[config.mk]
export PLATFORM = sky130hd
export DESIGN_NAME = integer_to_radix_digits_unit
export DESIGN_NICKNAME = d
export VERILOG_FILES = /design/src/hw/rtl/itrd_pkg.sv /design/src/hw/rtl/itrd_queue.sv /design/src/hw/rtl/itrd_front.sv /design/src/hw/rtl/itrd_back.sv /design/src/hw/rtl/integer_to_radix_digits_unit.sv
export VERILOG_INCLUDE_DIRS = /design/src /design/src/hw/rtl
export SDC_FILE = /design/constraint.sdc
export NUM_CORES = 1
export LEC_CHECK = 0
export BUFFER_PORTS_ARGS = -buffer_cell sky130_fd_sc_hd__buf_2
export CAP_MARGIN = 20
export CORE_ASPECT_RATIO = 0.6
export CORE_MARGIN = 1.5
export CORE_UTILIZATION = 50
export DETAILED_ROUTE_END_ITERATION = 6
export PLACE_DENSITY = 0.66
export SLEW_MARGIN = 20
export SYNTH_ARGS = -nofsm -noshare
export SYNTH_HDL_FRONTEND = slang
export SYNTH_SLANG_ARGS = --single-unit
[constraint.sdc]
create_clock -name i_clk -period 8.4 [get_ports i_clk]
set_input_delay 0 -clock i_clk [delete_from_list [all_inputs] [get_ports i_clk]]
set_output_delay 0 -clock i_clk [all_outputs]
set_load 0.005 [all_outputs]
[src/hw/rtl/assert_macros.svh]
// Assertion macros shared by the queue and back-end RTL files.
// Each macro checks on the rising edge of i_clk while i_rst_n is high.
`ifndef ASSERT_MACROS_SVH
`define ASSERT_MACROS_SVH

`ifndef NO_ASSERTIONS

// Expression must hold at every edge.
`define CHK_ALWAYS(lbl, expr, msg) \
    lbl: assert property (@(posedge i_clk) disable iff (!i_rst_n) (expr)) else $error(msg);

// Consequent must hold in the same cycle as the antecedent.
`define CHK_SAME(lbl, ante, cons, msg) \
    lbl: assert property (@(posedge i_clk) disable iff (!i_rst_n) (ante) |-> (cons)) \
        else $error(msg);

// Consequent must hold in the cycle after the antecedent.
`define CHK_NEXT(lbl, ante, cons, msg) \
    lbl: assert property (@(posedge i_clk) disable iff (!i_rst_n) (ante) |=> (cons)) \
        else $error(msg);

`else

`define CHK_ALWAYS(lbl, expr, msg)
`define CHK_SAME(lbl, ante, cons, msg)
`define CHK_NEXT(lbl, ante, cons, msg)

`endif

`endif

[src/hw/rtl/itrd_pkg.sv]
`timescale 1ns / 1ps
// ----------------------------------------------------------------------------
// itrd_pkg: shared types and constants
// Beat layouts, job descriptor for the front-to-back queue, digit encoding.
// ----------------------------------------------------------------------------
package itrd_pkg;

    // Digit stack depth; a 31-bit magnitude needs at most 31 digits
    localparam int DIGIT_STORE_DEPTH = 32;
    localparam int QUEUE_DEPTH       = 2;

    localparam int VALUE_W = 32;
    localparam int RADIX_W = 6;
    localparam int MAG_W   = VALUE_W - 1;
    localparam int DIGIT_W = 6;
    localparam int CHAR_W  = 7;

    localparam logic [RADIX_W-1:0] RADIX_MIN = RADIX_W'(2);
    localparam logic [RADIX_W-1:0] RADIX_MAX = RADIX_W'(36);

    localparam logic [DIGIT_W-1:0] DECIMAL_LIMIT   = DIGIT_W'(10);
    localparam logic [CHAR_W-1:0]  ASCII_ZERO      = CHAR_W'(48);
    localparam logic [CHAR_W-1:0]  ASCII_ALPHA_OFS = CHAR_W'(55);
    localparam logic [CHAR_W-1:0]  ERROR_CODE      = CHAR_W'(0);

    typedef struct packed {
        logic signed [VALUE_W-1:0] value;
        logic [RADIX_W-1:0]        radix;
    } t_in_item;

    typedef struct packed {
        logic [CHAR_W-1:0] char_code;
        logic              is_last;
        logic              bad_radix;
    } t_out_item;

    typedef enum logic [1:0] {
        JOB_BAD_RADIX = 2'd0,
        JOB_ZERO      = 2'd1,
        JOB_CONVERT   = 2'd2
    } t_job_kind;

    typedef struct packed {
        t_job_kind          kind;
        logic [MAG_W-1:0]   mag;
        logic [RADIX_W-1:0] radix;
    } t_job;

    // Map a digit 0..35 to '0'..'9', 'A'..'Z'
    function automatic logic [CHAR_W-1:0] digit_to_ascii(input logic [DIGIT_W-1:0] d);
        logic [CHAR_W-1:0] d7;
        d7 = {1'b0, d};
        if (d < DECIMAL_LIMIT) begin
            return ASCII_ZERO + d7;
        end else begin
            return ASCII_ALPHA_OFS + d7;
        end
    endfunction

endpackage

[src/hw/rtl/itrd_queue.sv]
`timescale 1ns / 1ps
// ----------------------------------------------------------------------------
// itrd_queue: job queue between front and back
// Small register FIFO; push and pop may happen in the same cycle.
// ----------------------------------------------------------------------------
`include "assert_macros.svh"

module itrd_queue (
    input  logic           i_clk,
    input  logic           i_rst_n,
    input  logic           i_push,
    input  itrd_pkg::t_job i_job,
    input  logic           i_pop,
    output itrd_pkg::t_job o_job,
    output logic           o_empty,
    output logic           o_full
);

    localparam int PTR_W = $clog2(itrd_pkg::QUEUE_DEPTH);
    localparam int CNT_W = $clog2(itrd_pkg::QUEUE_DEPTH + 1);

    itrd_pkg::t_job r_slot [itrd_pkg::QUEUE_DEPTH];
    logic [PTR_W-1:0] r_wr_ptr;
    logic [PTR_W-1:0] r_rd_ptr;
    logic [CNT_W-1:0] r_count;

    assign o_job   = r_slot[r_rd_ptr];
    assign o_empty = (r_count == '0);
    assign o_full  = (r_count == CNT_W'(itrd_pkg::QUEUE_DEPTH));

    // Advance a pointer with wrap at the queue depth
    function automatic logic [PTR_W-1:0] ptr_inc(input logic [PTR_W-1:0] p);
        if (p == PTR_W'(itrd_pkg::QUEUE_DEPTH - 1)) begin
            return '0;
        end else begin
            return p + 1'b1;
        end
    endfunction

    // Store pushed job
    always_ff @(posedge i_clk) begin
        if (i_push) begin
            r_slot[r_wr_ptr] <= i_job;
        end
    end

    // Track pointers and fill level
    always_ff @(posedge i_clk) begin
        if (!i_rst_n) begin
            r_wr_ptr <= '0;
            r_rd_ptr <= '0;
            r_count  <= '0;
        end else begin
            if (i_push) begin
                r_wr_ptr <= ptr_inc(r_wr_ptr);
            end
            if (i_pop) begin
                r_rd_ptr <= ptr_inc(r_rd_ptr);
            end
            if (i_push && !i_pop) begin
                r_count <= r_count + 1'b1;
            end else if (!i_push && i_pop) begin
                r_count <= r_count - 1'b1;
            end
        end
    end

    `CHK_ALWAYS(a_no_overflow, !(i_push && o_full), "push into full job queue")
    `CHK_ALWAYS(a_no_underflow, !(i_pop && o_empty), "pop from empty job queue")
    `CHK_ALWAYS(a_count_range, r_count <= CNT_W'(itrd_pkg::QUEUE_DEPTH), "queue count too big")

endmodule

[src/hw/rtl/itrd_front.sv]
`timescale 1ns / 1ps
// ----------------------------------------------------------------------------
// itrd_front: command intake and classification
// Sorts each accepted beat into bad radix, zero/negative or conversion job.
// ----------------------------------------------------------------------------
module itrd_front (
    input  logic               i_start,
    input  itrd_pkg::t_in_item i_in,
    input  logic               i_queue_full,
    output logic               o_busy,
    output logic               o_push,
    output itrd_pkg::t_job     o_job
);

    logic bad_radix;
    logic non_positive;

    // Hold off new commands while the queue is full
    assign o_busy = i_queue_full;
    assign o_push = i_start && !i_queue_full;

    // Classify the incoming beat
    assign bad_radix    = (i_in.radix < itrd_pkg::RADIX_MIN) ||
                          (i_in.radix > itrd_pkg::RADIX_MAX);
    assign non_positive = i_in.value[itrd_pkg::VALUE_W-1] || (i_in.value == '0);

    always_comb begin
        o_job.mag   = i_in.value[itrd_pkg::MAG_W-1:0];
        o_job.radix = i_in.radix;
        if (bad_radix) begin
            o_job.kind = itrd_pkg::JOB_BAD_RADIX;
        end else if (non_positive) begin
            o_job.kind = itrd_pkg::JOB_ZERO;
        end else begin
            o_job.kind = itrd_pkg::JOB_CONVERT;
        end
    end

endmodule

[src/hw/rtl/itrd_back.sv]
`timescale 1ns / 1ps
// ----------------------------------------------------------------------------
// itrd_back: digit generation and emission
// Bit-serial restoring divider pushes remainders onto a digit stack, then the
// stack is popped one digit per cycle, most significant first.
// ----------------------------------------------------------------------------
`include "assert_macros.svh"

module itrd_back (
    input  logic                i_clk,
    input  logic                i_rst_n,
    input  logic                i_empty,
    input  itrd_pkg::t_job      i_job,
    output logic                o_pop,
    output logic                o_strobe,
    output itrd_pkg::t_out_item o_result
);

    localparam int DEPTH  = itrd_pkg::DIGIT_STORE_DEPTH;
    localparam int IDX_W  = $clog2(DEPTH);
    localparam int CNT_W  = $clog2(DEPTH + 1);
    localparam int MAG_W  = itrd_pkg::MAG_W;
    localparam int STEP_W = $clog2(MAG_W);
    localparam int RAD_W  = itrd_pkg::RADIX_W;
    localparam int DIG_W  = itrd_pkg::DIGIT_W;
    localparam int CHR_W  = itrd_pkg::CHAR_W;

    typedef enum logic [1:0] {
        S_IDLE,
        S_DIVIDE,
        S_POP
    } t_state;

    t_state r_state, n_state;
    logic [MAG_W-1:0]  r_quo, n_quo;
    logic [DIG_W-1:0]  r_rem, n_rem;
    logic [STEP_W-1:0] r_step, n_step;
    logic [CNT_W-1:0]  r_dcount, n_dcount;
    logic [RAD_W-1:0]  r_radix, n_radix;
    logic              r_spec_valid, n_spec_valid;
    logic [CHR_W-1:0]  r_spec_code, n_spec_code;
    logic              r_spec_bad, n_spec_bad;
    logic              r_emit_valid, n_emit_valid;
    logic              r_emit_last, n_emit_last;
    logic [DIG_W-1:0]  r_rd_data;

    logic [DIG_W-1:0] mem [DEPTH];
    logic             wr_en;
    logic             rd_en;
    logic [CNT_W-1:0] pop_count;

    logic [DIG_W:0]   rem_shift;
    logic             rem_ge;
    logic [DIG_W:0]   rem_sub;
    logic [DIG_W-1:0] rem_next;
    logic [MAG_W-1:0] quo_next;

    // One restoring division step: shift in next dividend bit, try subtract
    assign rem_shift = {r_rem, r_quo[MAG_W-1]};
    assign rem_ge    = (rem_shift >= {1'b0, r_radix});
    assign rem_sub   = rem_shift - {1'b0, r_radix};
    assign rem_next  = rem_ge ? rem_sub[DIG_W-1:0] : rem_shift[DIG_W-1:0];
    assign quo_next  = {r_quo[MAG_W-2:0], rem_ge};
    assign pop_count = r_dcount - 1'b1;

    // Sequence intake, division and stack pop
    always_comb begin
        n_state      = r_state;
        n_quo        = r_quo;
        n_rem        = r_rem;
        n_step       = r_step;
        n_dcount     = r_dcount;
        n_radix      = r_radix;
        n_spec_valid = 1'b0;
        n_spec_code  = r_spec_code;
        n_spec_bad   = r_spec_bad;
        n_emit_valid = 1'b0;
        n_emit_last  = r_emit_last;
        o_pop        = 1'b0;
        wr_en        = 1'b0;
        rd_en        = 1'b0;
        unique case (r_state)
            S_IDLE: begin
                if (!i_empty) begin
                    o_pop = 1'b1;
                    unique case (i_job.kind)
                        itrd_pkg::JOB_ZERO: begin
                            n_spec_valid = 1'b1;
                            n_spec_code  = itrd_pkg::ASCII_ZERO;
                            n_spec_bad   = 1'b0;
                        end
                        itrd_pkg::JOB_CONVERT: begin
                            n_quo    = i_job.mag;
                            n_rem    = '0;
                            n_step   = '0;
                            n_dcount = '0;
                            n_radix  = i_job.radix;
                            n_state  = S_DIVIDE;
                        end
                        default: begin
                            n_spec_valid = 1'b1;
                            n_spec_code  = itrd_pkg::ERROR_CODE;
                            n_spec_bad   = 1'b1;
                        end
                    endcase
                end
            end
            S_DIVIDE: begin
                n_quo = quo_next;
                n_rem = rem_next;
                if (r_step == STEP_W'(MAG_W - 1)) begin
                    // Digit done: push remainder, restart on the quotient
                    wr_en  = (r_dcount < CNT_W'(DEPTH));
                    n_rem  = '0;
                    n_step = '0;
                    if (wr_en) begin
                        n_dcount = r_dcount + 1'b1;
                    end
                    if (quo_next == '0) begin
                        n_state = S_POP;
                    end
                end else begin
                    n_step = r_step + 1'b1;
                end
            end
            S_POP: begin
                rd_en        = 1'b1;
                n_dcount     = pop_count;
                n_emit_valid = 1'b1;
                n_emit_last  = (pop_count == '0);
                if (pop_count == '0) begin
                    n_state = S_IDLE;
                end
            end
            default: begin
                n_state = S_IDLE;
            end
        endcase
    end

    // Digit stack with registered read
    always_ff @(posedge i_clk) begin
        if (wr_en) begin
            mem[r_dcount[IDX_W-1:0]] <= rem_next;
        end
        if (rd_en) begin
            r_rd_data <= mem[pop_count[IDX_W-1:0]];
        end
    end

    // Hold state and registered outputs
    always_ff @(posedge i_clk) begin
        if (!i_rst_n) begin
            r_state      <= S_IDLE;
            r_dcount     <= '0;
            r_spec_valid <= 1'b0;
            r_emit_valid <= 1'b0;
        end else begin
            r_state      <= n_state;
            r_dcount     <= n_dcount;
            r_spec_valid <= n_spec_valid;
            r_emit_valid <= n_emit_valid;
        end
        r_quo       <= n_quo;
        r_rem       <= n_rem;
        r_step      <= n_step;
        r_radix     <= n_radix;
        r_spec_code <= n_spec_code;
        r_spec_bad  <= n_spec_bad;
        r_emit_last <= n_emit_last;
    end

    // Drive the result beat
    assign o_strobe           = r_spec_valid || r_emit_valid;
    assign o_result.char_code = r_spec_valid ? r_spec_code
                                             : itrd_pkg::digit_to_ascii(r_rd_data);
    assign o_result.is_last   = r_spec_valid || r_emit_last;
    assign o_result.bad_radix = r_spec_valid && r_spec_bad;

    `CHK_ALWAYS(a_one_source, !(r_spec_valid && r_emit_valid), "two result sources at once")
    `CHK_SAME(a_pop_nonempty, r_state == S_POP, r_dcount != '0, "pop from empty digit stack")
    `CHK_NEXT(a_last_ends, r_emit_valid && r_emit_last, !r_emit_valid, "digit after last digit")
    `CHK_SAME(a_div_radix, r_state == S_DIVIDE, r_radix >= itrd_pkg::RADIX_MIN,
              "division by illegal radix")

endmodule

[src/hw/rtl/integer_to_radix_digits_unit.sv]
`timescale 1ns / 1ps
// ----------------------------------------------------------------------------
// integer_to_radix_digits_unit: signed integer to ASCII digits in radix 2..36
// Converts one command beat into a string of digit beats, MSD first.
// ----------------------------------------------------------------------------
// Usage:
//   Command channel: drive i_in (value, radix) with start high; the beat is
//   taken at an edge where busy is low. busy rises only when the two-entry
//   job queue is full.
//   Result channel: o_strobe marks each result beat for exactly one cycle;
//   o_result carries char_code, is_last and bad_radix. The receiver cannot
//   stall, so it must take every strobed beat.
//   A radix outside 2..36 gives one beat with bad_radix set and char_code 0;
//   a value of zero or below gives the single beat '0'. When the back end is
//   idle, either is strobed once the job has passed the queue and the result
//   register. A positive value is divided digit by digit in the bit-serial
//   restoring divider, then the digit stack is popped one digit per cycle;
//   the first digit comes from its registered read, the rest follow on
//   consecutive cycles, last one flagged with is_last. A command holds the
//   back end until its last digit pops, longest at radix 2 with 31 digits.
//   The divider sets the rate. Reset clears the queue and the sequencer.
// ----------------------------------------------------------------------------
module integer_to_radix_digits_unit (
    input  logic                i_clk,
    input  logic                i_rst_n,
    input  logic                start,
    output logic                busy,
    input  itrd_pkg::t_in_item  i_in,
    output logic                o_strobe,
    output itrd_pkg::t_out_item o_result
);

    logic           push;
    logic           pop;
    logic           q_empty;
    logic           q_full;
    itrd_pkg::t_job push_job;
    itrd_pkg::t_job head_job;

    // Classify command beats
    itrd_front u_front (
        .i_start      (start),
        .i_in         (i_in),
        .i_queue_full (q_full),
        .o_busy       (busy),
        .o_push       (push),
        .o_job        (push_job)
    );

    // Decouple intake from conversion
    itrd_queue u_queue (
        .i_clk   (i_clk),
        .i_rst_n (i_rst_n),
        .i_push  (push),
        .i_job   (push_job),
        .i_pop   (pop),
        .o_job   (head_job),
        .o_empty (q_empty),
        .o_full  (q_full)
    );

    // Convert and emit digits
    itrd_back u_back (
        .i_clk    (i_clk),
        .i_rst_n  (i_rst_n),
        .i_empty  (q_empty),
        .i_job    (head_job),
        .o_pop    (pop),
        .o_strobe (o_strobe),
        .o_result (o_result)
    );

endmodule

==> results.md <==
* Setup-failing EPs final at 0
* Setup Fix Bufs, Post-CTS at 0
* Post-synth EDFFs at 327
* Comb power frac at 0.185
* Filler instances at 2051
* RSZ-0062 raised after global routing: no
* Syn-to-layout area delta at 16.2%
* Pre-antenna DRT Iters at 6
* Multi-input logic area at 3750 um2
* Min-Delay Startpoint: i_in[37]
* Slew @ Worst Pin at 1100 ps
* Share of cells above drive strength 1 at 0.210
* Sequential Area at 10100 um2
* Leakage at 5.33 nW
* First-pass GRT wire length at 48100 um
* Largest net degree at the start of global routing at 73
* Vias in the first global route at 7321
* Initial antenna violation count at 0
* Synth top area share at 0.697
* Register area share after synthesis at 0.718
* Power after layout at 4.97 mW
* Status: finished clean
* Finished Cell Area at 16400 um2
* Sw Pwr at 1.35 mW
* WP data required at 8680 ps
* Reg-to-reg slack, setup at 5290 ps
* Clk slew on worst S/H paths at 70 ps
* Setup_tns at 0 ps
* Max-cap violations at 0
* Largest cells by area after synthesis: edfxtp_1 70%, mux4_2 9.1%, mux2i_1 2.3%
* Worst r2r src: u_back.r_dcount[0]
* Crit path DAT at 3390 ps
* Die width at 220 um
* Async SR Flop Fraction at 0
* R2R depth at 5
* Placed cell areas at 14700 um2
* WL final at 32600 um
* Cells after Synth at 822
* Setup crit end kind: register
* Antenna Nets Post-Route at 0
* Worst Hold Path EP: u_queue.r_slot[0][38]
* Max FO, Critical Path at 50
* Die area at 29200 um2
* Starting Density at 0.510
* Count leader, synth: edfxtp_1
* Port bufs at 51
* Internal at 3.63 mW
* Clock Sinks at 342
* Final Max Tran Viols at 0
* Hold path depth at 3
* All-layer global routing usage at 0.231
* Sequential share of power at 0.482
* Synth Flop Type: edfxtp_1
* DP HPWL at 20600 um
* Area leader, netlist: edfxtp_1
* Tightest Hold Check Type: input port to register
* #FFs+latches synth at 342
* Tcrit/Tclk final at 0.370
* Routed len/inst at 24.8 um
* Htree depth at 2
* Clock power share at 0.333
* Final hold slack at 92.6 ps
* Die Ht at 133 um
* Setup ws final at 5290 ps
* N_diodes at 0
* Clock skew at 20.2 ps
* Congestion Overflow GR at 0
* Slew headroom at 0.262
* Vias per inst at 5.89
* Fmax at 322 MHz
* Crit Reg-Reg Endpoint: u_back.r_rd_data[5]
* GP Congestion at 0.872
* Commonest cells in the synthesized netlist: 327 x edfxtp_1, 57 x mux4_2, 57 x nand2_1
* CTS max path bufs at 3
* Unique masters post-synth at 48
* Clock latency on the worst-skew pair at 530 ps
* Num ports at 52
* Peak supply drop at 0.495 mV
* Pwr dens at 304 nW/um2
* Area of the mapped netlist at 14100 um2
* Mapped Nets at 884
* CTS tree: built
* Startpoint Class: register
* Post-layout min period at 3110 ps
* Dpl ws at 4320 ps
* NumNets Final at 982
* Mapped Avg Cell Area at 17.1 um2
* CTS buffer count at 34
* Total number of vias at 7734
* Clock root buffer: clkbuf_16
* Net Sw Frac at 0.271
* Setup Crit Path Kind: register to register
* Iter 0 DRT Violations at 792
* Placeable Area at 27600 um2
* # DRC at 0
* Final hold violations at 0
* Num rows at 47
* Synthesis Warnings at 0
-- flip-flops by register name, indices dropped and copies added (netlist names), 2 cells and up, named ones only --
register	cells
u_back.r_state	2
u_back.r_step	5
u_queue.r_slot	78
u_back.r_quo	31
u_back.r_rem	6
u_back.r_radix	6
u_back.r_rd_data	6
u_back.r_dcount	6
u_back.mem	192
u_queue.r_count	2
-- metrics by stage --
stage | std cells | utilization
2_1_floorplan | 822 | -
3_3_place_gp | 1210 | 0.532
3_5_place_dp | 1210 | 0.532
4_1_cts | 1312 | 0.591
5_1_grt | 1313 | 0.593
6_report | 1313 | 0.593
-- layout make-up --
cell class | instances | share of cell area
well taps | 367 | 0.0280
repair buffers | 98 | 0.0444
inverters | 25 | 0.00573
clock buffers | 43 | 0.0579
clock inverters | 19 | 0.0172
multi-input cells | 419 | 0.229
flip-flops and latches | 342 | 0.618
-- cell usage in the layout, fill, tap and decap left out, types with 8 or more instances in the layout --
master         count
edfxtp_1         327
nand2_1           57
mux4_2            57
nor2_1            53
buf_2             51
o21ai_0           43
dlygate4sd3_1     40
clkbuf_16         37
mux2i_1           31
inv_1             25
ha_1              18
mux2_2            17
nor4_1            16
and2_1            13
dfxtp_1           13
a21oi_1           11
nand3_1           11
xnor2_1           11
xor2_1             9
a21boi_0           8
-- cells by family (layout without fill, tap and decap cells) --
kind of cell | after synthesis | in the layout | synth area share
AO/OA/AOI/OAI | 90 | 90 | 0.0387
adder cells (fa/ha/maj) | 21 | 21 | 0.0192
buffers and inverters | 61 | 185 | 0.0196
XOR/XNOR | 21 | 21 | 0.0130
AND/OR/NAND/NOR | 178 | 178 | 0.0585
flip-flops | 342 | 342 | 0.718
multiplexers | 109 | 109 | 0.133
-- worst max-delay path, cell delays in order (launching register included) --
cell and delay, ps:
dfxtp_4 590, inv_1 200, ha_4 790, mux4_2 440, mux4_1 540, mux2_2 290
-- power by group through the flow --
| stage | logic, mW | registers [mW] | clock network [mW] |
|---|---|---|---|
| after detailed placement | 0.896 | 2.43 | 0 |
| after floorplan | 0.588 | 2.40 | 0 |
| after CTS | 0.914 | 2.40 | 1.68 |
| final | 0.920 | 2.40 | 1.66 |
| after global routing | 1.02 | 2.41 | 1.74 |
| after global placement | 0.869 | 2.43 | 0 |
-- routing by layer --
metal  track usage  up-vias  wire length (um)
met5             0        -                 0
li1              -     3417                 -
met4        0.0476        0               332
met2         0.269      423             12000
met3         0.116       34              5290
met1         0.377     3860             14900
-- worst max-delay path by stage --
stage          slack, ps                   to               start  depth (start not counted)
2_1_floorplan       5010      u_back.r_quo[0]   u_back.r_state[1]                          5
3_3_place_gp        4450  u_back.r_rd_data[1]  u_back.r_dcount[0]                          5
3_5_place_dp        4320  u_back.r_rd_data[5]  u_back.r_dcount[0]                          5
4_1_cts             4290  u_back.r_rd_data[5]  u_back.r_dcount[0]                          5
5_1_grt             5210  u_back.r_rd_data[0]  u_back.r_dcount[0]                          5
6_report            5290  u_back.r_rd_data[5]  u_back.r_dcount[0]                          5
-- what timing repair did --
item,CTS,global route
hold buffers,40,0
gates resized for setup,0,0
hold endpoints to repair,94,0
Note: power is estimated with default switching activity, not from simulation.
